[src/hdl/nps_fifo.sv]
// Small register-based queue between the front and back parts.
// Depends on nothing but its WIDTH and DEPTH parameters.
module nps_fifo #(
  parameter int unsigned WIDTH = 8,
  parameter int unsigned DEPTH = 4
) (
  input  logic             clk_i,
  input  logic             rst_ni,
  input  logic             push_i,
  output logic             full_o,
  input  logic [WIDTH-1:0] wdata_i,
  input  logic             pop_i,
  output logic             empty_o,
  output logic [WIDTH-1:0] rdata_o
);

  localparam int unsigned PW = (DEPTH > 1) ? $clog2(DEPTH) : 1;
  localparam int unsigned CW = $clog2(DEPTH + 1);

  logic [WIDTH-1:0] mem_q [DEPTH];
  logic [PW-1:0]    wr_ptr_q, wr_ptr_d;
  logic [PW-1:0]    rd_ptr_q, rd_ptr_d;
  logic [CW-1:0]    count_q, count_d;
  logic             do_push, do_pop;

  assign full_o  = (count_q == CW'(DEPTH));
  assign empty_o = (count_q == '0);
  assign do_push = push_i && !full_o;
  assign do_pop  = pop_i && !empty_o;
  assign rdata_o = mem_q[rd_ptr_q];

  always_comb begin
    wr_ptr_d = wr_ptr_q;
    rd_ptr_d = rd_ptr_q;
    count_d  = count_q;
    if (do_push) begin
      wr_ptr_d = (wr_ptr_q == PW'(DEPTH - 1)) ? '0 : wr_ptr_q + PW'(1);
    end
    if (do_pop) begin
      rd_ptr_d = (rd_ptr_q == PW'(DEPTH - 1)) ? '0 : rd_ptr_q + PW'(1);
    end
    if (do_push && !do_pop) begin
      count_d = count_q + CW'(1);
    end else if (do_pop && !do_push) begin
      count_d = count_q - CW'(1);
    end
  end

  always_ff @(posedge clk_i or negedge rst_ni) begin
    if (!rst_ni) begin
      wr_ptr_q <= '0;
      rd_ptr_q <= '0;
      count_q  <= '0;
    end else begin
      wr_ptr_q <= wr_ptr_d;
      rd_ptr_q <= rd_ptr_d;
      count_q  <= count_d;
    end
  end

  always_ff @(posedge clk_i) begin
    if (do_push) begin
      mem_q[wr_ptr_q] <= wdata_i;
    end
  end

endmodule

[config.mk]
export PLATFORM = sky130hd
export DESIGN_NAME = nps_fifo
export DESIGN_NICKNAME = d
export VERILOG_FILES = /design/src/hdl/nps_fifo.sv
export SDC_FILE = /design/constraint.sdc
export NUM_CORES = 1
export LEC_CHECK = 0
export BUFFER_PORTS_ARGS = -buffer_cell sky130_fd_sc_hd__buf_2
export CAP_MARGIN = 20
export CORE_ASPECT_RATIO = 0.9
export CORE_MARGIN = 5
export CORE_UTILIZATION = 25
export CTS_CLUSTER_SIZE = 10
export DETAILED_ROUTE_END_ITERATION = 12
export GPL_TIMING_DRIVEN = 0
export PLACE_DENSITY_LB_ADDON = 0.12
export SYNTH_ARGS = -nofsm -noshare
export SYNTH_HDL_FRONTEND = slang
export SYNTH_SLANG_ARGS = --single-unit
[constraint.sdc]
create_clock -name clk_i -period 2.05 [get_ports clk_i]
set_input_delay 0.41 -clock clk_i [delete_from_list [all_inputs] [get_ports clk_i]]
set_output_delay 0.41 -clock clk_i [all_outputs]
set_load 0.02 [all_outputs]
==> reports/qor.txt <==
H-tree levels: 2
Avg Inst Size Synth: 20.5 sq um
Nets: 132
Critical Path Start Type: flop
Final worst path period share: 94.9%
Max_cap viols: 0
Power density cells: 1410 nW/um^2
Grt ovf: 0
Leakage power: 0.000738 uW
Commonest cells after routing, fill and taps aside: edfxtp_1 (32), buf_2 (22), mux4_2 (8)
Die X: 94.9 microns
Commonest non-fill, non-tap cell in the layout: edfxtp_1
Area delta synth->final: 23.1%
Final slew viol count: 0
IO Count: 22
Core area: 6220 sq um
CP bufs+invs: 2
Slew margin rel.: 82.5%
Status: completed
Yosys top cell by area: edfxtp_1
Yosys cell types: 19
Chip height: 86.4 microns
Iteration-0 DRC Markers: 24
Num CTS Buffers: 5
RSZ-0062 raised after global routing: false
Critical Path Fanout Max: 10
Die area: 8190 sq um
Clk_lat worst skew: 280 ps
Vias after detailed routing: 791
#FFs+latches synth: 39
Pre-antenna DRT Iters: 2
Diodes inserted: 0
Min-delay worst type: input pin to flop
Rows: 27
Layout Skew: 5.82 ps
Critical path cell sequence: buf_6 > mux4_2 > buf_2
WP data arrival: 1540 ps
Syn_nets: 98
Most area-consuming cells after synthesis: edfxtp_1 (59%), mux4_2 (11%), dfrtp_1 (11%)
Crit-path leading delay family: multiplexers
DR vias/cell: 3.94
DP HPWL: 1.92 mm
Total GRT Usage: 7.90%
Fillers: 639
Tmin final: 1950 ps
Post-Route WL: 2.87 mm
Global Route met2 Usage: 12.5%
Root Buffer: clkbuf_8
Initial antenna violation count: 0
Maximum clock insertion buffer count: 2
Max Fclk: 514 MHz
TritonCTS clock tree: done
Placement-stage cell area: 1850 sq um
Share of the synthesized area in the top cell type: 59.3%
DRC: 0
Port bufs: 21
GP Congestion: 0.633
Post-Syn Area: 1620 sq um
Worst path slowest cell: mux4_2
Setup WS post-layout: 105 ps
CTS clk-pin slew, worst paths: 80 ps
Wirelength per Cell: 14.3 microns
CP required: 1640 ps
Proportion of layout cells with a drive suffix above 1: 54.4%
Number of global-route vias before repair: 847
Hold_ws: 338 ps
Final Cell Area: 1990 sq um
Final Hold Viols: 0
Least-Margin Pin Slew: 263 ps
Pre-CTS WS: 33.0 ps
Initial Utilization: 26.1%
Largest net degree at the start of global routing: 13
Grt peak-use layer: met2
Met1 usage: 9.39%
First-pass GRT wire length: 4.55 mm
Peak supply drop: 541 uV
Seq/Total Area, Yosys: 70.1%
Ys Warns: 0
GR met3 Demand/Resource: 2.95%
Crit-path max cell delay: 520 ps
Core Util, Final: 32.1%
Synth Instances: 79
TNS Setup: 0 ps
# setup viols final: 0
Clock sink total: 39
CP Class: flop to output pin
Worst Setup End Kind: output pin
DRT antenna net count: 0
[sequential cells by signal, summed over array words and instances, names as in the netlist]
name and cells:
mem_q 32, wr_ptr_q 2, rd_ptr_q 2, count_q 3
[metrics by stage]
stage               total power, uW  instances
finish                         2820        201
floorplan                      1980         79
CTS                            2800        196
global route                   3020        201
global placement               2260        187
detailed placement             2280        187
[cell usage after synthesis]
cell type  count
edfxtp_1      32
mux4_2         8
dfrtp_1        7
ha_1           6
and2_2         4
inv_1          3
mux2_2         3
nor2_1         3
mux2_4         2
xor2_1         2
buf_1          1
buf_2          1
buf_6          1
fa_1           1
nand2b_4       1
nor2b_2        1
nor3_1         1
nor3b_4        1
xnor2_1        1
[final timing paths]
path                                   from           to  slack [ps]  depth (start not counted)
worst max-delay path            rd_ptr_q[0]   rdata_o[4]         100                          3
worst min register to register  wr_ptr_q[1]  wr_ptr_q[1]         570                          1
min in group asynchronous            rst_ni   count_q[0]         490                          2
worst min-delay path             wdata_i[7]  mem_q[2][7]         340                          1
worst max register to register   count_q[2]   count_q[2]         150                          9
max in group asynchronous            rst_ni   count_q[1]        1370                          2
[report_power, final]
part,switching (uW),internal [uW],total (uW)
registers,109,1080,1190
clock network,258,238,495
logic,575,556,1130
[logic make-up (layout without fill, tap and decap cells)]
logic type	after synthesis	after routing	synth area share, %
mux	13	13	15.1
buf+inv	6	41	1.93
simple gates	11	11	5.41
xor+xnor	3	3	1.62
flops	39	39	70.1
fa+ha+maj	7	7	5.87
[metal layers]
layer / up-vias / share of wire [%]
met2: 14 / 51
met3: 5 / 4.8
met1: 407 / 43
met4: 0 / 1.4
met5: - / 0
li1: 365 / -
[layout make-up]
type / instances / area [sq um] / share of cell area [%]
Sequential cell: 39 / 1140 / 57.2
Multi-Input combinational cell: 34 / 469 / 23.5
Inverter: 3 / 11.3 / 0.565
Clock buffer: 6 / 72.6 / 3.64
Timing Repair Buffer: 27 / 153 / 7.65
Clock inverter: 2 / 12.5 / 0.627
Buffer: 3 / 27.5 / 1.38
Tap cell: 87 / 109 / 5.46
[what timing repair did]
item | CTS | global route
buffers inserted | 0 | 5
gates resized for setup | 2 | 6
pin swaps | 0 | 3
endpoints found under the hold margin | 7 | 0
hold buffers | 1 | 0
setup endpoints to repair | 8 | 6
No activity file was read; power rests on OpenSTA's default activity.
