**src/hdl/nps_pkg.sv**
```systemverilog
// Shared types and constants for the nearest-point leaf scan.
// No dependencies; imported by every module of the block except nps_fifo.
package nps_pkg;

  // Command codes carried by each input item
  typedef enum logic [1:0] {
    CMD_START  = 2'd0,
    CMD_POINT  = 2'd1,
    CMD_FINISH = 2'd2
  } cmd_e;

  // Report sequencer states
  typedef enum logic [1:0] {
    RPT_IDLE,
    RPT_ROOT,
    RPT_BOX
  } rpt_state_e;

  localparam int unsigned DIST_BITS   = 26;              // Q14.12 distance
  localparam int unsigned SQ_BITS     = 2 * DIST_BITS;   // Q28.24 squared bound
  localparam int unsigned QUEUE_DEPTH = 4;               // front-to-back queue

endpackage

```
**src/hdl/nps_front.sv**
```systemverilog
// Front part: takes input items, drops unused commands, packs the rest
// into queue entries. Uses nps_pkg for command codes and field widths.
module nps_front #(
  parameter int unsigned COORD_BITS = 24,
  parameter int unsigned INDEX_BITS = 16,
  parameter int unsigned ENTRY_BITS = 2 + 3 * 24 + 16 + 26
) (
  input  logic                          clk_i,
  input  logic                          rst_ni,
  input  logic                          push,
  output logic                          full,
  input  logic [1:0]                    command_i,
  input  logic signed [COORD_BITS-1:0]  coord_x_i,
  input  logic signed [COORD_BITS-1:0]  coord_y_i,
  input  logic signed [COORD_BITS-1:0]  coord_z_i,
  input  logic [INDEX_BITS-1:0]         point_index_i,
  input  logic [nps_pkg::DIST_BITS-1:0] start_distance_i,
  output logic                          q_push_o,
  input  logic                          q_full_i,
  output logic [ENTRY_BITS-1:0]         q_data_o
);

  import nps_pkg::*;

  logic                  valid_q, valid_d;
  logic [ENTRY_BITS-1:0] entry_q;
  logic                  accept, keep, drain;

  // unused command codes are taken and dropped here
  always_comb begin
    case (command_i)
      CMD_START, CMD_POINT, CMD_FINISH: keep = 1'b1;
      default:                          keep = 1'b0;
    endcase
  end

  assign drain  = valid_q && !q_full_i;
  assign full   = valid_q && q_full_i;
  assign accept = push && !full;

  always_comb begin
    valid_d = valid_q;
    if (drain) begin
      valid_d = 1'b0;
    end
    if (accept && keep) begin
      valid_d = 1'b1;
    end
  end

  always_ff @(posedge clk_i or negedge rst_ni) begin
    if (!rst_ni) begin
      valid_q <= 1'b0;
    end else begin
      valid_q <= valid_d;
    end
  end

  always_ff @(posedge clk_i) begin
    if (accept && keep) begin
      entry_q <= {command_i, coord_x_i, coord_y_i, coord_z_i, point_index_i, start_distance_i};
    end
  end

  assign q_push_o = valid_q;
  assign q_data_o = entry_q;

endmodule

```
**config.mk**
```make
export PLATFORM = sky130hd
export DESIGN_NAME = nps_front
export DESIGN_NICKNAME = d
export VERILOG_FILES = /design/src/hdl/nps_pkg.sv /design/src/hdl/nps_front.sv
export SDC_FILE = /design/constraint.sdc
export NUM_CORES = 1
export LEC_CHECK = 0
export BUFFER_PORTS_ARGS = -buffer_cell sky130_fd_sc_hd__buf_2
export CORE_MARGIN = 4
export CORE_UTILIZATION = 37
export CTS_CLUSTER_DIAMETER = 80
export DETAILED_ROUTE_END_ITERATION = 8
export PLACE_DENSITY = 0.77
export SLEW_MARGIN = 20
export SYNTH_ARGS = -nofsm -noshare
export SYNTH_HDL_FRONTEND = slang
export SYNTH_SLANG_ARGS = --single-unit
```
**constraint.sdc**
```tcl
create_clock -name clk_i -period 5.84 [get_ports clk_i]
set_input_delay 0.292 -clock clk_i [delete_from_list [all_inputs] [get_ports clk_i]]
set_output_delay 0.292 -clock clk_i [all_outputs]
set_load 0.01 [all_outputs]
```
==> results of run 1 <==
[logic make-up after synthesis]
group / Yosys count / share of synthesized area (%)
flip-flops: 117 / 99.2
AO/OA/AOI/OAI: 1 / 0.283
AND/OR/NAND/NOR: 3 / 0.531
[metrics by stage]
| stage | hold slack, ps | area [um2] | util, % | worst slack (ps) | instances |
|---|---|---|---|---|---|
| floorplan | -3.59 | 3540 | - | 1800 | 121 |
| global placement | 74.7 | 4910 | 52.9 | 3480 | 489 |
| detailed placement | 73.4 | 4910 | 52.9 | 3380 | 489 |
==> impl_summary.md, run 1 <==
Place
The number of buffers added on ports is 237. The sum of net half-perimeters after detailed placement is 6520 um. The global placer's final weighted congestion is 0.711.

Status
The run stopped with a tool error. The last stage reached is clock tree synthesis (4_1_cts). The tool reported: "[ERROR RSZ-0060] Max buffer count reached".

Synthesis
The most frequently used flop master after synthesis is sky130_fd_sc_hd__edfxtp_1. The number of nets in the synthesized netlist is 241. After synthesis, the share of flip-flops with an asynchronous set or reset is 0.855%. The cell count after synthesis is 121. Yosys instantiated no cell more often than sky130_fd_sc_hd__edfxtp_1. Averaged over all synthesized cells, the footprint is 29.2 um2. In this run the biggest area consumer among cell types represents 98.5% of the synthesized area. In this run, synthesis inferred 116 flip-flops with an integrated enable.

The share of the yosys chip area belonging to registers is 99.2%. The post-synth design cell area is 3540 um2. The largest total area in the synthesized netlist belongs to sky130_fd_sc_hd__edfxtp_1.

The synthesized netlist contains 6 unique library cells. The Yosys step of the flow raised 0 warnings. After synthesis, the cell types taking the most area are sky130_fd_sc_hd__edfxtp_1 98%, sky130_fd_sc_hd__dfrtp_1 0.71%, sky130_fd_sc_hd__a21bo_1 0.28%, sky130_fd_sc_hd__and2_4 0.25%, sky130_fd_sc_hd__nand2b_1 0.18%. The synthesized flop and latch total is 117.

Clocking
The maximum clock insertion buffer count is 2. After clock tree synthesis, the setup repair step added 0 buffers. Buffers inserted during clock tree synthesis total 17.

In this run the number of H-tree levels came out at 4. The number of clock sinks is 117. In this run, post-CTS repair resized a total of 0 instances. CTS placed an instance of sky130_fd_sc_hd__clkbuf_8 at the clock tree root. The number of buffers inserted for hold repair after clock tree synthesis is 105.

Floorplanning
The number of rows created at floorplan is 35. The count of pins on the block boundary is 238. Once the floorplan was initialized, standard cells occupied 38.1% of the core. The die outline height is 106 um.

From left edge to right edge, the die measures 106 um.
==> run 2: changes to the inputs <==
- CORE_UTILIZATION: 37 -> 35
- CTS_CLUSTER_DIAMETER: 80 -> unset
- PLACE_DENSITY: 0.77 -> unset
- PLACE_DENSITY_LB_ADDON: unset -> 0.15
- clock period: 5.84 -> 7.59 ns (I/O delays scaled with it)
==> impl_summary.md, run 2 <==
Detailed routing
The final wirelength is 8300 um. The routed wire length per instance is 15.8 um. The first TritonRoute pass finished after 4 iterations.

The via count is 2186. Dividing the detail-routed via count by the number of cells gives 4.16. The number of antenna-violating nets in the routed design is 0. After detailed routing, the number of remaining DRC violations is 0.

The initial detailed-routing violation count is 67.

STA
The final cycle utilization of the critical path is 35.9%. The total count of max-transition violations in the final report is 0. The final worst clock skew is 6.44 ps. The worst pin sits at a relative slew slack of 50.6%.

The count of endpoints failing setup in the final report is 0. After routing, the total negative slack on setup checks comes to 0 ps. The smallest clock period supported by the final layout is computed as 2730 ps.

Setup repair after global routing left no endpoint under its margin. The maximum clock frequency is 367 MHz. At the pin with the least slew margin, the transition time is 740 ps. The hold violation total from the final report is 0.

Floorplanning
The count of pins on the block boundary is 238. The die is 109 um tall. The effective utilization at floorplan is 36.0%. The die extent in x is 109 um. The floorplan has 36 rows. The floorplan step defined a die boundary enclosing 11800 um2. The standard cell core area is 9820 um2.

Global routing
For met3 alone, demand over resource in global routing was 9.97%. The via count of the first global-routing pass is 2256. Entering global routing, the biggest net connects 55 pins.

For met2 alone, demand over resource in global routing was 21.9%. The global-route layer with the greatest usage is met2. The met1 track demand over resource is 14.6%.

The global-route wire length before repair is 11900 um. The number of antenna violations at the first check in global routing was 1. Across every metal layer, demand over resource in global routing totals 14.0%. The sum of overflow across all layers after global routing is 0.

Synthesis
The share of the Yosys chip area taken by registers is 99.2%. After synthesis, the largest family of logic cells by area is simple AND/OR/NAND/NOR gates. The number of enable flip-flop cells after synthesis is 116. The share of Yosys cell area claimed by the top area cell type is 98.5%.

Of the post-synthesis cell area, the part taken by muxes is 0%. The simple-gate share of the synthesized area is 0.531%. Each instance of the synthesized netlist takes up on average 29.2 um2.

Summed over all instances, the cell type with the most area after synthesis is sky130_fd_sc_hd__edfxtp_1. The synthesized netlist devotes 0% of its cell area to XOR and XNOR gates. Summing every instance area after synthesis gives 3540 um2. After synthesis, the share of flip-flops with an asynchronous set or reset is 0.855%.

The synthesized-area fraction occupied by ao, oa, aoi and oai cells is 0.283%. Synthesis handed over a netlist of 121 instances. The yosys synthesis warning count is 0.

The synthesized netlist devotes 0% of its cell area to adder and majority cells. By area the synthesized netlist is led by sky130_fd_sc_hd__edfxtp_1 98%, sky130_fd_sc_hd__dfrtp_1 0.71%, sky130_fd_sc_hd__a21bo_1 0.28%, sky130_fd_sc_hd__and2_4 0.25%, sky130_fd_sc_hd__nand2b_1 0.18%. The most frequently used flop master after synthesis is sky130_fd_sc_hd__edfxtp_1. The netlist uses 6 different library cells. In this run, synthesis produced a sequential element count of 117. The number of nets handed over by synthesis was 241.

In the post-synthesis netlist, the cell with the most instances is sky130_fd_sc_hd__edfxtp_1.

Place
Routability-driven placement finished with a final weighted congestion of 0.684. The number of buffers added on ports is 237.

Critical path
The setup slack of the worst register-to-register path is 4860 ps. The cell with the most instances on the worst path is sky130_fd_sc_hd__buf_4. The terminus of the critical flop-to-flop path is q_data_o[50]. The worst register-to-register path begins at q_push_o. For this design, the slowest cell found on the critical path is sky130_fd_sc_hd__buf_4. The worst setup path is launched from a flop. The largest stage delay on the critical path is 630 ps. Together, buffers and inverters on the worst path number 2. The category of cells accounting for the largest share of critical-path delay is buffers and inverters. Of all nets on the critical path, the largest fanout is 54. The worst setup path is captured at a flop. The cell depth of the worst flop-to-flop path is 4. The data required time of the worst path is 7720 ps. The data arrival time at the worst-slack endpoint is 2860 ps. The type of the worst setup path is flop to flop.

Walking the worst path, the cells encountered are and2_4 -> nor2_4 -> buf_4 -> buf_4.

Clocking
The maximum clock insertion buffer count is 2. The clock reaches the later pin of the worst-skew pair after 500 ps. The total clock buffers created by CTS is 17.

The number of H-tree branching levels is 4. Clock-pin slew was measured on the worst setup and hold paths at 60 ps. The tree is rooted in a sky130_fd_sc_hd__clkbuf_8.

The clock drives 117 sinks. TritonCTS built the clock tree. The number of gates resized after CTS is 0.

Power
The worst-case IR drop observed on VDD is 0.000145 V. The ratio of total power to cell area is 291 nW/um2. The leakage power total is 2.33 nW.

The design draws 0.00159 W.

Min path
The tightest min-delay check is of the primary input to flop type. The endpoint of the worst hold path is q_data_o[2]. The critical hold path startpoint is start_distance_i[2]. The number of cells traversed by the worst hold path is 1.

Run
The number of violations of the max-capacitance limit is 0.

Finish
The share of final-layout standard cells stronger than drive strength 1 is 69.0%. Leaving out fill and tap cells, the most frequent cells in the layout are 237 x sky130_fd_sc_hd__buf_2, 116 x sky130_fd_sc_hd__edfxtp_1, 16 x sky130_fd_sc_hd__clkbuf_16. The leading cell type in the layout, fill and taps excluded is sky130_fd_sc_hd__buf_2.

The register with the most flip-flops in the layout has 116 of them. Compared with the post-synthesis result, the final layout area differs by 54.9%. The net count of the finished layout is 500. The number of antenna repair diodes is 0.

Status
The run finished with clean final reports.
run 2: report_power, final:
group,internal [W],switching [W]
registers,0.000756,0.00000769
logic,0.0000453,0.0000575
clock network,0.000462,0.000265
run 2: worst max path at each step:
stage                 start            end  cells after the start  slack (ps)
5_1_grt            q_push_o  q_data_o[110]                      4        4690
3_5_place_dp   command_i[1]   q_data_o[83]                      5        4700
3_3_place_gp   command_i[1]   q_data_o[36]                      5        4750
4_1_cts            q_push_o   q_data_o[83]                      4        4860
2_1_floorplan          push    q_data_o[0]                      2        1570
6_report           q_push_o   q_data_o[50]                      4        4860
run 2: stage by stage:
stage	worst slack (ps)	hold slack (ps)	instances	instance area, um2	util, %
final	4860	49.5	526	5480	55.8
after global routing	4690	16.0	526	5480	55.8
after CTS	4860	21.2	526	5480	55.8
after detailed placement	4700	155	493	4910	50.0
after global placement	4750	155	493	4910	50.0
after floorplan	1570	83.9	121	3540	-
run 2: cell type report:
cell class	count	area, um2
tap	133	166
clock buffer	18	418
sequential	117	3510
clock inverter	14	138
timing repair buffer	240	1210
fill	844	4340
multi-input combinational	4	36.3
run 2: logic make-up after synthesis:
family,Yosys count
simple gates,3
flops,117
compound gates,1
run 2: layer usage:
metal  up-vias  wire length [um]
met2       150              4040
li1       1014                 -
met1      1009              2810
met3        11              1360
met5         -                13
met4         2                87
run 2: what timing repair did:
item / CTS / global route
endpoints found under the setup margin: 0 / 0
endpoints found under the hold margin: 1 / 0
setup buffers: 0 / 0
hold buffers: 1 / 0
Power figures use the tool's default switching activity.
