## config.mk

```make
export PLATFORM = sky130hd
export DESIGN_NAME = nps_report
export DESIGN_NICKNAME = d
export VERILOG_FILES = /design/src/hdl/nps_pkg.sv /design/src/hdl/nps_report.sv
export SDC_FILE = /design/constraint.sdc
export NUM_CORES = 1
export LEC_CHECK = 0
export BUFFER_PORTS_ARGS = -buffer_cell sky130_fd_sc_hd__buf_4
export CAP_MARGIN = 10
export CORE_MARGIN = 5
export CORE_UTILIZATION = 53
export CTS_CLUSTER_SIZE = 24
export DETAILED_ROUTE_END_ITERATION = 10
export GPL_TIMING_DRIVEN = 0
export PLACE_DENSITY = 0.88
export SLEW_MARGIN = 25
export SYNTH_ARGS = -nofsm -noshare
export SYNTH_HDL_FRONTEND = slang
export SYNTH_SLANG_ARGS = --single-unit
export TNS_END_PERCENT = 100
```

## constraint.sdc

```tcl
create_clock -name clk_i -period 9.65 [get_ports clk_i]
set_input_delay 0.4825 -clock clk_i [delete_from_list [all_inputs] [get_ports clk_i]]
set_output_delay 0.4825 -clock clk_i [all_outputs]
set_load 0.03 [all_outputs]
```

## src/hdl/nps_pkg.sv

```systemverilog
// Shared types and constants for the nearest-point leaf scan.
// No dependencies; imported by every module of the block except nps_fifo.
package nps_pkg;

  // Command codes carried by each input item
  typedef enum logic [1:0] {
    CMD_START  = 2'd0,
    CMD_POINT  = 2'd1,
    CMD_FINISH = 2'd2
  } cmd_e;

  // Report sequencer states
  typedef enum logic [1:0] {
    RPT_IDLE,
    RPT_ROOT,
    RPT_BOX
  } rpt_state_e;

  localparam int unsigned DIST_BITS   = 26;              // Q14.12 distance
  localparam int unsigned SQ_BITS     = 2 * DIST_BITS;   // Q28.24 squared bound
  localparam int unsigned QUEUE_DEPTH = 4;               // front-to-back queue

endpackage

```

## src/hdl/nps_report.sv

```systemverilog
// Report unit: bit-serial square root of the best squared distance, box
// around the sample, and the result register. Uses nps_pkg.
module nps_report #(
  parameter int unsigned COORD_BITS = 24,
  parameter int unsigned INDEX_BITS = 16
) (
  input  logic                          clk_i,
  input  logic                          rst_ni,
  input  logic                          fin_valid_i,
  output logic                          fin_ready_o,
  input  logic                          have_best_i,
  input  logic [INDEX_BITS-1:0]         best_point_i,
  input  logic [nps_pkg::SQ_BITS-1:0]   best_sq_i,
  input  logic signed [COORD_BITS-1:0]  sample_x_i,
  input  logic signed [COORD_BITS-1:0]  sample_y_i,
  input  logic signed [COORD_BITS-1:0]  sample_z_i,
  output logic                          empty,
  input  logic                          pop,
  output logic                          found_o,
  output logic [INDEX_BITS-1:0]         best_index_o,
  output logic [nps_pkg::DIST_BITS-1:0] best_distance_o,
  output logic signed [COORD_BITS-1:0]  box_min_x_o,
  output logic signed [COORD_BITS-1:0]  box_min_y_o,
  output logic signed [COORD_BITS-1:0]  box_min_z_o,
  output logic signed [COORD_BITS-1:0]  box_max_x_o,
  output logic signed [COORD_BITS-1:0]  box_max_y_o,
  output logic signed [COORD_BITS-1:0]  box_max_z_o
);

  import nps_pkg::*;

  localparam int unsigned CB   = COORD_BITS;
  localparam int unsigned BW   = ((CB > DIST_BITS) ? CB : DIST_BITS) + 2;
  localparam int unsigned RW   = DIST_BITS + 3;
  localparam int unsigned CNTW = $clog2(DIST_BITS);
  localparam logic signed [BW-1:0] CMAX = BW'(2 ** (CB - 1) - 1);
  localparam logic signed [BW-1:0] CMIN = ~CMAX;

  rpt_state_e state_q, state_d;

  logic                  load, step, out_load, last;
  logic                  found_q;
  logic [INDEX_BITS-1:0] idx_q;
  logic signed [CB-1:0]  sx_q, sy_q, sz_q;
  logic [SQ_BITS-1:0]    data_q;
  logic [RW-1:0]         rem_q, rem_sh, trial;
  logic [DIST_BITS-1:0]  root_q;
  logic [CNTW-1:0]       cnt_q;

  logic                  out_v_q;
  logic                  o_found_q;
  logic [INDEX_BITS-1:0] o_idx_q;
  logic [DIST_BITS-1:0]  o_dist_q;
  logic [CB-1:0]         o_minx_q, o_miny_q, o_minz_q, o_maxx_q, o_maxy_q, o_maxz_q;

  logic signed [BW-1:0]  r_w, x_w, y_w, z_w;

  function automatic logic [CB-1:0] sat(input logic signed [BW-1:0] v);
    if (v > CMAX) begin
      return CMAX[CB-1:0];
    end else if (v < CMIN) begin
      return CMIN[CB-1:0];
    end
    return v[CB-1:0];
  endfunction

  assign last = (cnt_q == '0);

  // next state
  always_comb begin
    state_d = state_q;
    case (state_q)
      RPT_IDLE: if (fin_valid_i) state_d = have_best_i ? RPT_ROOT : RPT_BOX;
      RPT_ROOT: if (last) state_d = RPT_BOX;
      RPT_BOX:  if (!out_v_q || pop) state_d = RPT_IDLE;
      default:  state_d = RPT_IDLE;
    endcase
  end

  // outputs
  always_comb begin
    fin_ready_o = 1'b0;
    load        = 1'b0;
    step        = 1'b0;
    out_load    = 1'b0;
    case (state_q)
      RPT_IDLE: begin
        fin_ready_o = 1'b1;
        load        = fin_valid_i;
      end
      RPT_ROOT: step = 1'b1;
      RPT_BOX:  out_load = !out_v_q || pop;
      default: begin
      end
    endcase
  end

  // one root bit per cycle, restoring form
  assign rem_sh = {rem_q[RW-3:0], data_q[SQ_BITS-1 -: 2]};
  assign trial  = RW'({root_q, 2'b01});

  assign r_w = $signed(BW'(root_q));
  assign x_w = BW'(sx_q);
  assign y_w = BW'(sy_q);
  assign z_w = BW'(sz_q);

  always_ff @(posedge clk_i or negedge rst_ni) begin
    if (!rst_ni) begin
      state_q <= RPT_IDLE;
      out_v_q <= 1'b0;
    end else begin
      state_q <= state_d;
      if (out_load) begin
        out_v_q <= 1'b1;
      end else if (pop) begin
        out_v_q <= 1'b0;
      end
    end
  end

  always_ff @(posedge clk_i) begin
    if (load) begin
      found_q <= have_best_i;
      idx_q   <= best_point_i;
      sx_q    <= sample_x_i;
      sy_q    <= sample_y_i;
      sz_q    <= sample_z_i;
      data_q  <= best_sq_i;
      rem_q   <= '0;
      root_q  <= '0;
      cnt_q   <= CNTW'(DIST_BITS - 1);
    end else if (step) begin
      data_q <= {data_q[SQ_BITS-3:0], 2'b00};
      cnt_q  <= cnt_q - CNTW'(1);
      if (rem_sh >= trial) begin
        rem_q  <= rem_sh - trial;
        root_q <= {root_q[DIST_BITS-2:0], 1'b1};
      end else begin
        rem_q  <= rem_sh;
        root_q <= {root_q[DIST_BITS-2:0], 1'b0};
      end
    end
    if (out_load) begin
      o_found_q <= found_q;
      o_idx_q   <= found_q ? idx_q : '0;
      o_dist_q  <= found_q ? root_q : '0;
      o_minx_q  <= found_q ? sat(x_w - r_w) : '0;
      o_miny_q  <= found_q ? sat(y_w - r_w) : '0;
      o_minz_q  <= found_q ? sat(z_w - r_w) : '0;
      o_maxx_q  <= found_q ? sat(x_w + r_w) : '0;
      o_maxy_q  <= found_q ? sat(y_w + r_w) : '0;
      o_maxz_q  <= found_q ? sat(z_w + r_w) : '0;
    end
  end

  assign empty           = !out_v_q;
  assign found_o         = o_found_q;
  assign best_index_o    = o_idx_q;
  assign best_distance_o = o_dist_q;
  assign box_min_x_o     = o_minx_q;
  assign box_min_y_o     = o_miny_q;
  assign box_min_z_o     = o_minz_q;
  assign box_max_x_o     = o_maxx_q;
  assign box_max_y_o     = o_maxy_q;
  assign box_max_z_o     = o_maxz_q;

endmodule

```

==> impl_results.md <==
- Simple-gate share of the synthesized area: 0.139
- Clk_lat worst skew: 0.58 ns
- # port buffers: 333
- Nets: 3,201
- Initial Util: 0.535
- Adder-Cell Fraction of Synth Area: 0.103
- Place WS: 4.12 ns
- Via Count: 21,122
- Yosys warns: 0
- Setup repair bufs after CTS: 0
- Final wirelength: 81.3 mm
- DRC viols: 0
- Vias in the first global route: 20,603
- Full die area: 0.0502 sq mm
- Layout cells sized above 1: 0.180
- Final setup vio count: 0
- Tightest Pin Transition: 1.03 ns
- ANT nets after route: 0
- Syn_nets: 2,813
- CTS Sinks: 389
- RSZ-0062 raised after global routing: false
- Routability-driven placement congestion ratio: 0.998
- Die H: 224 um
- WP data required: 9.94 ns
- TritonCTS clock tree: done
- Synthesis-to-finish area growth: 19.6%
- Slew Viols, Final: 0
- Via/cell ratio: 6.05
- Total track usage: 0.312
- Arr. time, crit path: 5.98 ns
- Worst Skew: 0.0169 ns
- Initial DRT Pass Iterations: 6
- Average routed wire per standard cell: 23.3 um
- Post-route clock period utilization: 0.589
- Yosys top cell by area: edfxtp_1
- Main synth FF type: edfxtp_1
- Status: finished clean
- Non-Filler Instances: 3,492
- EDFF count, synth: 328
- Number of antenna violations at the first check in global routing: 3
- Startpoint Class: flip-flop
- GR Overflow Total: 0
- Most frequent cells after synthesis: edfxtp_1 (328), nand2_1 (269), nor2_1 (197)
- Area share of the largest cell type after synthesis: 0.405
- Max FO, Critical Path: 10
- Post-synth ARST share: 0.00771
- Dpl cell area: 0.0278 sq mm
- Placed cells: 3,415
- XOR/XNOR share of the synthesized area: 0.0606
- Upper clock frequency limit: 176 MHz
- CP Capture Type: flip-flop
- Num CTS Buffers: 41
- H-Tree Depth: 2
- Largest family of logic cells by synthesized area: compound AO/OA/AOI/OAI gates
- Rel. slew slack: 0.302
- Standby leakage power: 0.0117 uW
- Sequential fraction of the synthesis area: 0.456
- Post-Syn Area per Cell: 9.83 sq um
- Largest cells by area after synthesis: edfxtp_1 (41%), ha_1 (9.8%), dfxtp_1 (4.8%)
- First-pass GRT wire length: 122 mm
- Top Ports: 334
- Rows: 78
- Design area: 0.0291 sq mm
- Power Total: 8670 uW
- PD cells: 298 mW/mm^2
- Tmin final: 5.69 ns
- Post-CTS Resized: 0
- Compound-gate portion of the synthesized area: 0.194
- Largest net degree at the start of global routing: 42
- Distinct cells, synth: 96
- Clock tree buffer depth: 3
- Maximum vdd drop: 0.000263 V
- Clk slew on worst S/H paths: 0.07 ns
- Seq cells post-synth: 389
- Most numerous cell in the Yosys netlist: edfxtp_1
- Mapped cell area: 0.0243 sq mm
- Synthesized instance count: 2,471
- DRT iter0 DRCs: 2,199
- Clock root buffer: clkbuf_16
- Final Hold Viols: 0
- Core region area: 0.0454 sq mm
- Die Wd: 224 um
- Max cap viols: 0
- Final WS setup: 3.96 ns
- Worst Hold Class: input pin to flip-flop
- Detailed Place HPWL: 62.0 mm
- Post-synthesis mux area share: 0.00252
- Worst setup path class: flip-flop to flip-flop
layout by cell type (no fill, tap or decap), types with 14 or more instances in the layout:
cell type	instances
nand2b_1	37
xor2_1	33
nor2b_1	29
a31o_2	27
a211oi_1	21
ha_1	191
edfxtp_1	328
nand2_1	269
a21oi_1	186
dfxtp_1	58
o21bai_1	30
a21o_1	49
buf_2	22
o21ai_0	189
nor3_1	38
o211ai_1	14
inv_1	119
a31oi_1	21
nand3_1	57
o21ai_2	21
nor2_1	197
nand4_1	14
clkbuf_16	41
xnor2_1	132
o31ai_1	17
clkbuf_1	105
o21ai_1	23
buf_4	338
and2_1	24
flip-flops by register name, indices dropped and copies added, names as in the netlist, 24 cells and up:
| register | count |
|---|---|
| data_q | 52 |
| rem_q | 27 |
| root_q | 26 |
| sy_q | 24 |
| box_min_x_o | 24 |
| box_max_z_o | 24 |
| box_min_z_o | 24 |
| sx_q | 24 |
| box_min_y_o | 24 |
| sz_q | 24 |
| box_max_y_o | 24 |
| box_max_x_o | 24 |
| best_distance_o | 26 |
where the power goes:
group,total (uW),internal [uW],switching [uW]
Clock,1510,831,677
Combinational,4350,1560,2790
Sequential,2810,2540,276
timing repair:
item                                    CTS  global route
hold endpoints to repair                  3             0
hold buffers                              1             0
endpoints found under the setup margin    0             0
through the flow:
stage | util | hold WS, ns | TNS (ns)
detailed placement | 0.613 | 0.276 | 0
floorplan | - | 0.187 | 0
CTS | 0.640 | 0.0596 | 0
global placement | 0.607 | 0.276 | -546.46
finish | 0.640 | 0.0787 | 0
global route | 0.640 | 0.0649 | 0
kinds of logic (layout without fill, tap and decap cells):
group                    Yosys count  in the layout
buffers and inverters            257            676
AND/OR/NAND/NOR                  736            736
multiplexers                       6              6
flip-flops                       389            389
AO/OA/AOI/OAI                    720            720
adder cells (fa/ha/maj)          197            197
XOR/XNOR                         166            166
other                              0              2
worst max-delay path, cell delays in order (launching register included):
cell and delay [ns]:
dfxtp_1 0.81, inv_1 0.60, ha_1 0.48, nand2b_1 0.19, a221oi_2 0.41, o211ai_2 0.18
a21oi_1 0.45, a221oi_2 0.19, o31ai_1 0.59, xnor2_1 0.16, a41oi_1 0.42, nand2b_1 0.31
clkbuf_1 0.39, o21ai_0 0.19
per-layer routing:
layer  track usage  up-vias  wire length (um)
met2         0.498     1083             36900
met4         0.139        2              4100
li1              -     9717                 -
met5             0        -                 8
met1         0.400    10095             31700
met3        0.0850      225              8640
path summary, 6_finish.rpt:
check | startpoint | to | slack, ns | cells after the start
setup reg to reg | root_q[1] | box_max_z_o[21] | 3.96 | 13
min in group asynchronous | rst_ni | state_q[0] | 0.25 | 2
hold reg to reg | rem_q[11] | rem_q[11] | 0.47 | 2
hold / removal | sample_z_i[12] | sz_q[12] | 0.08 | 1
setup / recovery | root_q[1] | box_max_z_o[21] | 3.96 | 13
max in group asynchronous | rst_ni | state_q[1] | 9.31 | 2
layout make-up:
class                   instances  area (sq um)
fillers                      3614         16300
multi-input cells            1825         12200
flip-flops and latches        389         11100
repair buffers                345          2760
clock buffers                  57          1110
well taps                     600           751
plain buffers                 130           587
inverters                     127           477
clock inverters                17           126
diodes                          2          5.00
No activity file was read; power rests on OpenSTA's default activity.
